`src/hdl/hxp_pkg.sv`:
```
// Package: phase type, character codes, digit decode and step result for the hex parser.
`timescale 1ns / 1ps

package hxp_pkg;

   localparam int unsigned WORD_W  = 32;
   localparam int unsigned COUNT_W = 8;
   localparam int unsigned CHAR_W  = 8;
   localparam int unsigned NIBBLE_W = 4;

   localparam logic [CHAR_W-1:0] CH_NUL   = 8'h00;
   localparam logic [CHAR_W-1:0] CH_TAB   = 8'h09;
   localparam logic [CHAR_W-1:0] CH_LF    = 8'h0A;
   localparam logic [CHAR_W-1:0] CH_CR    = 8'h0D;
   localparam logic [CHAR_W-1:0] CH_SPACE = 8'h20;
   localparam logic [CHAR_W-1:0] CH_0     = 8'h30;
   localparam logic [CHAR_W-1:0] CH_9     = 8'h39;
   localparam logic [CHAR_W-1:0] CH_UA    = 8'h41;
   localparam logic [CHAR_W-1:0] CH_UF    = 8'h46;
   localparam logic [CHAR_W-1:0] CH_UX    = 8'h58;
   localparam logic [CHAR_W-1:0] CH_LA    = 8'h61;
   localparam logic [CHAR_W-1:0] CH_LF_HEX = 8'h66;
   localparam logic [CHAR_W-1:0] CH_LX    = 8'h78;

   localparam logic [NIBBLE_W-1:0] ALPHA_BASE = 4'd10;

   typedef enum logic [2:0] {
      PH_DONE   = 3'd0,
      PH_SPACE  = 3'd1,
      PH_ZERO   = 3'd2,
      PH_DIGITS = 3'd3
   } phase_type;

   typedef struct packed {
      logic                 valid;
      logic [NIBBLE_W-1:0]  nibble;
   } digit_type;

   // State of a parse between characters
   typedef struct packed {
      phase_type            phase;
      logic [WORD_W-1:0]    accum;
      logic                 have_digit;
      logic [COUNT_W-1:0]   count;
   } parse_state_type;

   // Result word produced when a parse ends
   typedef struct packed {
      logic                 valid;
      logic [WORD_W-1:0]    value;
      logic                 ok;
      logic [COUNT_W-1:0]   consumed;
   } result_type;

   function automatic digit_type hex_digit(input logic [CHAR_W-1:0] c);
      digit_type d;
      d.valid  = 1'b1;
      d.nibble = '0;
      if (c inside {[CH_0:CH_9]}) begin
         d.nibble = NIBBLE_W'(c - CH_0);
      end else if (c inside {[CH_UA:CH_UF]}) begin
         d.nibble = NIBBLE_W'(c - CH_UA) + ALPHA_BASE;
      end else if (c inside {[CH_LA:CH_LF_HEX]}) begin
         d.nibble = NIBBLE_W'(c - CH_LA) + ALPHA_BASE;
      end else begin
         d.valid = 1'b0;
      end
      return d;
   endfunction

   function automatic logic [COUNT_W-1:0] sat_inc(input logic [COUNT_W-1:0] n);
      return (n == {COUNT_W{1'b1}}) ? n : n + 1'b1;
   endfunction

endpackage

```
`src/hdl/hxp_step.sv`:
```
// Combinational step of the hex parser: one character against the current parse state.
`timescale 1ns / 1ps

module hxp_step (
   input  logic [hxp_pkg::CHAR_W-1:0] ch,
   input  logic                       start_req,
   input  hxp_pkg::parse_state_type   cur,
   output hxp_pkg::parse_state_type   nxt,
   output hxp_pkg::result_type        res
);
   import hxp_pkg::*;

   parse_state_type eff;
   digit_type       dig;
   phase_type       nxt_phase;
   logic            is_blank;
   logic            is_end;
   logic            is_zero;
   logic            is_x;
   logic            take_digits;

   always_comb begin
      eff = cur;
      // start wipes the running parse
      if (start_req) begin
         eff.phase      = PH_SPACE;
         eff.accum      = '0;
         eff.have_digit = 1'b0;
         eff.count      = '0;
      end
   end

   assign dig      = hex_digit(ch);
   assign is_blank = (ch == CH_SPACE) || (ch == CH_TAB);
   assign is_end   = ch inside {CH_NUL, CH_SPACE, CH_TAB, CH_CR, CH_LF};
   assign is_zero  = (ch == CH_0);
   assign is_x     = (ch == CH_LX) || (ch == CH_UX);

   always_comb begin
      case (eff.phase)
         PH_DONE:   take_digits = 1'b0;
         PH_SPACE:  take_digits = !is_blank && !is_zero;
         PH_ZERO:   take_digits = !is_x;
         PH_DIGITS: take_digits = 1'b1;
         default:   take_digits = 1'b0;
      endcase
   end

   // next phase
   always_comb begin
      case (eff.phase)
         PH_DONE:  nxt_phase = PH_DONE;
         PH_SPACE: begin
            if (is_blank)     nxt_phase = PH_SPACE;
            else if (is_zero) nxt_phase = PH_ZERO;
            else if (is_end || !dig.valid) nxt_phase = PH_DONE;
            else              nxt_phase = PH_DIGITS;
         end
         PH_ZERO, PH_DIGITS: begin
            if (!take_digits) nxt_phase = PH_DIGITS;
            else if (is_end || !dig.valid) nxt_phase = PH_DONE;
            else              nxt_phase = PH_DIGITS;
         end
         default:  nxt_phase = PH_DONE;
      endcase
   end

   // datapath and result
   always_comb begin
      nxt.phase      = nxt_phase;
      nxt.accum      = eff.accum;
      nxt.have_digit = eff.have_digit;
      nxt.count      = eff.count;
      res            = '0;
      if (take_digits) begin
         if (is_end || !dig.valid) begin
            res.valid      = 1'b1;
            res.ok         = is_end && eff.have_digit;
            res.value      = res.ok ? eff.accum : '0;
            res.consumed   = res.ok ? eff.count : '0;
            nxt.accum      = '0;
            nxt.have_digit = 1'b0;
            nxt.count      = '0;
         end else begin
            nxt.accum      = {eff.accum[WORD_W-NIBBLE_W-1:0], dig.nibble};
            nxt.have_digit = 1'b1;
            nxt.count      = sat_inc(eff.count);
         end
      end else if (eff.phase == PH_SPACE) begin
         nxt.count = sat_inc(eff.count);
         if (is_zero) begin
            nxt.accum      = '0;
            nxt.have_digit = 1'b1;
         end
      end else if (eff.phase == PH_ZERO) begin
         // zero then x forms the prefix, drop the digit
         nxt.accum      = '0;
         nxt.have_digit = 1'b0;
         nxt.count      = sat_inc(eff.count);
      end
   end

endmodule

```
`src/hdl/hex_text_to_word_parser_top.sv`:
```
// Top level of the hex text to word parser: input register, parse step, result register.
//
//   channel | direction | ports                                   | handshake
//   req     | in        | req_ch, req_start_req                   | req_valid / req_stall
//   rsp     | out       | rsp_value, rsp_ok, rsp_consumed         | rsp_valid / rsp_stall
//
// One character a cycle unless req_stall: a character is held in the input register and is
// decoded into the parse state and, when the parse ends, into the result register.
// The result word of the character that ends the parse is registered in the result register.
// Reset clears the parse to done; a character with start_req low is then dropped.
// rsp_stall with a full result register holds the input register, which raises req_stall.
`timescale 1ns / 1ps

module hex_text_to_word_parser_top (
   input  logic                        clock,
   input  logic                        reset,
   input  logic                        req_valid,
   output logic                        req_stall,
   input  logic [hxp_pkg::CHAR_W-1:0]  req_ch,
   input  logic                        req_start_req,
   output logic                        rsp_valid,
   input  logic                        rsp_stall,
   output logic [hxp_pkg::WORD_W-1:0]  rsp_value,
   output logic                        rsp_ok,
   output logic [hxp_pkg::COUNT_W-1:0] rsp_consumed
);
   import hxp_pkg::*;

   logic                in_valid_ff, in_valid_in;
   logic [CHAR_W-1:0]   in_ch_ff;
   logic                in_start_ff;
   parse_state_type     state_ff, state_in;
   parse_state_type     step_state;
   result_type          step_res;
   result_type          out_ff, out_in;
   logic                out_free;
   logic                fire;

   // result register free this cycle, either empty or being taken
   assign out_free  = !out_ff.valid || !rsp_stall;
   assign fire      = in_valid_ff && out_free;
   assign req_stall = in_valid_ff && !out_free;

   hxp_step u_step (
      .ch        (in_ch_ff),
      .start_req (in_start_ff),
      .cur       (state_ff),
      .nxt       (step_state),
      .res       (step_res)
   );

   always_comb begin
      in_valid_in = req_stall ? in_valid_ff : req_valid;
      state_in    = fire ? step_state : state_ff;
      out_in      = out_ff;
      if (fire && step_res.valid) begin
         out_in = step_res;
      end else if (!rsp_stall) begin
         out_in.valid = 1'b0;
      end
   end

   always_ff @(posedge clock) begin
      if (reset) begin
         in_valid_ff          <= 1'b0;
         state_ff.phase       <= PH_DONE;
         state_ff.accum       <= '0;
         state_ff.have_digit  <= 1'b0;
         state_ff.count       <= '0;
         out_ff.valid         <= 1'b0;
      end else begin
         in_valid_ff  <= in_valid_in;
         state_ff     <= state_in;
         out_ff       <= out_in;
      end
   end

   // payload, no reset
   always_ff @(posedge clock) begin
      if (!req_stall) begin
         in_ch_ff    <= req_ch;
         in_start_ff <= req_start_req;
      end
   end

   assign rsp_valid    = out_ff.valid;
   assign rsp_value    = out_ff.value;
   assign rsp_ok       = out_ff.ok;
   assign rsp_consumed = out_ff.consumed;

endmodule

```
`config.mk`:
```
export PLATFORM = sky130hd
export DESIGN_NAME = hex_text_to_word_parser_top
export DESIGN_NICKNAME = d
export VERILOG_FILES = /design/src/hdl/hxp_pkg.sv /design/src/hdl/hxp_step.sv /design/src/hdl/hex_text_to_word_parser_top.sv
export SDC_FILE = /design/constraint.sdc
export NUM_CORES = 1
export LEC_CHECK = 0
export BUFFER_PORTS_ARGS = -buffer_cell sky130_fd_sc_hd__buf_2
export CORE_MARGIN = 1.5
export CORE_UTILIZATION = 46
export CTS_BUF_LIST = sky130_fd_sc_hd__clkbuf_4
export DETAILED_ROUTE_END_ITERATION = 12
export PLACE_DENSITY = 0.73
export REMOVE_ABC_BUFFERS = 1
export SLEW_MARGIN = 20
export SYNTH_ARGS = -nofsm -noshare
export SYNTH_HDL_FRONTEND = slang
export SYNTH_SLANG_ARGS = --single-unit
```
`constraint.sdc`:
```
create_clock -name clock -period 6.3 [get_ports clock]
set_input_delay 0.63 -clock clock [delete_from_list [all_inputs] [get_ports clock]]
set_output_delay 0.63 -clock clock [all_outputs]
set_load 0.05 [all_outputs]
```
==> results.yml <==
die:
  start_util_pct: 47.7
  coreArea_um2: 8760
  core.rowCount: 34
  pin_count: 56
  die_w_um: 98.3
  die_area_um2: 9660
  dieHeight_um: 98.3
clock_tree:
  ctsResizeCount: 0
  clk_pin_slew_ps: 150
  post_cts_buffers: 0
  postCtsHoldBufs: 0
  root_buffer: "clkbuf_4"
  cts_buffer_depth: 2
  cts_tree: "yes"
  cts_max_level: 3
  clkLatencyLatePin_ps: 440
  clkSinkCount: 95
  cts-buffers-inserted: 9
cells_and_area:
  insertedDiodeCount: 0
  final_area_um2: 4610
  fin_nets: 431
  synthToLayoutAreaGrowth_pct: 10.3
  drive_above_1_share_pct: 20.3
routing:
  dr.first_iter.drc_count: 118
  routed_wl_um: 7850
  drt_pass1_iterations: 4
  drcViolationCount: 0
  vias_per_cell: 5.57
  wl_per_cell_um: 14.9
  drtAntennaViolNets: 0
  vias: 2929
power_and_ir_drop:
  powerDensity_nw_per_um2: 231
  power.total_uw: 1060
  p_seq_share_pct: 63.7
  pwr-share-clk_pct: 29.2
  ir_drop_v: 0.000109
  p_int_uw: 774
  p_sw_uw: 288
  p_comb_share_pct: 7.2
  switching_share_pct: 27.1
  p_leak_uw: 0.00175
sta:
  worst_slew_pin_slew_ps: 789
  fin_skew_ps: 23.6
  finalSetupViolations: 0
  rsz0062_at_grt: "no"
  hold_violations: 0
  fin_crit_sh_pct: 49.0
  finalWorstSetupSlack_ps: 3210
  min_period_ps: 3090
  final_max_slew_viol_count: 0
  slew_headroom_pct: 47.3
  hold_ws_ps: 357
  tns_ps: 0
  fmaxAchievable_mhz: 324
synth:
  synthTopCellsByCount: "50 x edfxtp_1, 45 x dfxtp_1, 41 x and2_1"
  ys_ff_latch: 95
  syn-mean-instance-area_um2: 11.2
  netlist_instances: 373
  synth_area_leader_cell: "edfxtp_1"
  syn-cell-area_um2: 4180
  synth-edff-count: 50
  synthArstFlopShare_pct: 0
  synth_top_area_share_pct: 35.9
  ys_types: 54
  yosysSeqAreaShare_pct: 57.5
  yosysMostFrequentCell: "edfxtp_1"
  synth_area_leaders: "edfxtp_1 36%, dfxtp_1 22%, a22o_1 6.3%"
  yosysWarnings: 0
  synth_ff_type: "edfxtp_1"
setup_path:
  r2r_start: "in_ch_ff[0]$_DFFE_PN_"
  timing.rr.end: "state_ff[18]$_SDFFE_PP0P_"
  cp-end-kind: "register"
  critPathKind: "register to register"
  cp-startpoint: "in_ch_ff[0]$_DFFE_PN_"
  worstPathRequired_ps: 6670
  crit_end: "state_ff[18]$_SDFFE_PP0P_"
  cp-start-kind: "register"
  crit_arrival_ps: 3450
  crit_fanout: 32
  reg2reg_depth: 8
  regToRegSetupSlack_ps: 3210
flow_run:
  cap_violations: 0
worst_hold_path:
  worstHoldStart: "req_ch[4]"
  hold_path_class: "input pin to register"
global_route:
  antenna_found_initial: 0
  grt-ovfl-total: 0
  grtUsageTotal_pct: 16.1
  grt_start_max_net_pins: 42
  grt_pass1_vias: 2590
  grt_pass1_wl_um: 12700
placement:
  dpl_cell_area_um2: 4470
  hpwl_um: 4990
  pre_cts_ws_ps: 3210
  place.gp.congestion: 0.938
  io_buffers: 55
outcome:
  status: "finished, final reports clean"
critical path, stage by stage (launching register included):
cell	delay, ps
edfxtp_1	500
inv_1	160
ha_1	280
nor4bb_1	220
and3_1	270
o32ai_2	210
a2111o_1	490
a21oi_4	660
a22o_1	230
per-layer routing:
| layer | track usage, % | routed length, um | vias up |
|---|---|---|---|
| met5 | 0 | 0 | - |
| met4 | 6.72 | 119 | 0 |
| met3 | 4.01 | 462 | 14 |
| met2 | 24.1 | 3530 | 106 |
| met1 | 22.4 | 3730 | 1360 |
| li1 | - | - | 1449 |
placed cells by master (no fill, tap or decap), types with 2 or more instances in the layout:
master / count
buf_4: 2
ha_1: 5
and2_1: 41
nor2_1: 26
clkbuf_4: 9
nor3_1: 10
a22o_1: 30
a31oi_1: 3
a311oi_1: 2
xnor2_1: 3
mux2_2: 3
inv_8: 2
clkinv_4: 3
nand2_1: 15
buf_2: 55
nand2b_1: 2
nand3b_1: 2
o211ai_1: 4
a21oi_1: 20
a211oi_1: 4
xor2_1: 4
inv_1: 8
nand4_1: 5
edfxtp_1: 50
nand3_1: 6
nor2b_1: 8
o21ai_0: 15
mux2i_1: 4
a221oi_1: 2
nor3b_1: 3
dfxtp_1: 45
o2bb2ai_1: 2
cell families (layout without fill, tap and decap cells):
logic type,Yosys count,after routing,share of synthesized area (%)
adder cells (fa/ha/maj),5,5,1.50
flip-flops,95,95,57.5
AND/OR/NAND/NOR,130,130,17.3
XOR/XNOR,7,7,1.47
AO/OA/AOI/OAI,93,93,16.2
buffers and inverters,36,81,4.25
multiplexers,7,7,1.77
sequential cells by signal, indices dropped and copies added, names as in the netlist:
name / flops
rsp_ok: 1
rsp_value: 32
state_ff: 43
rsp_consumed: 8
in_start_ff: 1
rsp_valid: 1
in_ch_ff: 8
in_valid_ff: 1
cell type report:
type	count	area, um2
repair buffers	57	290
flip-flops and latches	95	2400
fillers	768	4160
inverters	8	30.0
multi-input cells	242	1620
clock inverters	7	62.6
well taps	108	135
clock buffers	9	67.6
how the worst min path moves through the flow:
stage / end / slack, ps / depth (start not counted)
2_1_floorplan: state_ff[37]$_SDFFE_PP0P_ / 430 / 1
3_3_place_gp: state_ff[39]$_SDFFE_PP0P_ / 450 / 1
3_5_place_dp: state_ff[38]$_SDFFE_PP0P_ / 450 / 1
4_1_cts: in_ch_ff[4]$_DFFE_PN_ / 330 / 1
5_1_grt: in_ch_ff[3]$_DFFE_PN_ / 320 / 1
6_report: in_ch_ff[4]$_DFFE_PN_ / 360 / 1
power by group through the flow:
stage	sequential, uW	clock [uW]	combinational [uW]
2_1_floorplan	698	0	41.5
3_3_place_gp	689	0	73.8
3_5_place_dp	690	0	75.1
4_1_cts	676	317	75.6
5_1_grt	679	340	82.9
6_report	676	310	76.0
per-stage QoR:
step                utilization (%)  instances
floorplan                         -        345
global placement               51.0        510
detailed placement             51.0        510
CTS                            52.5        526
global route                   52.6        526
finish                         52.6        526
(Power assumes the default switching activity.)
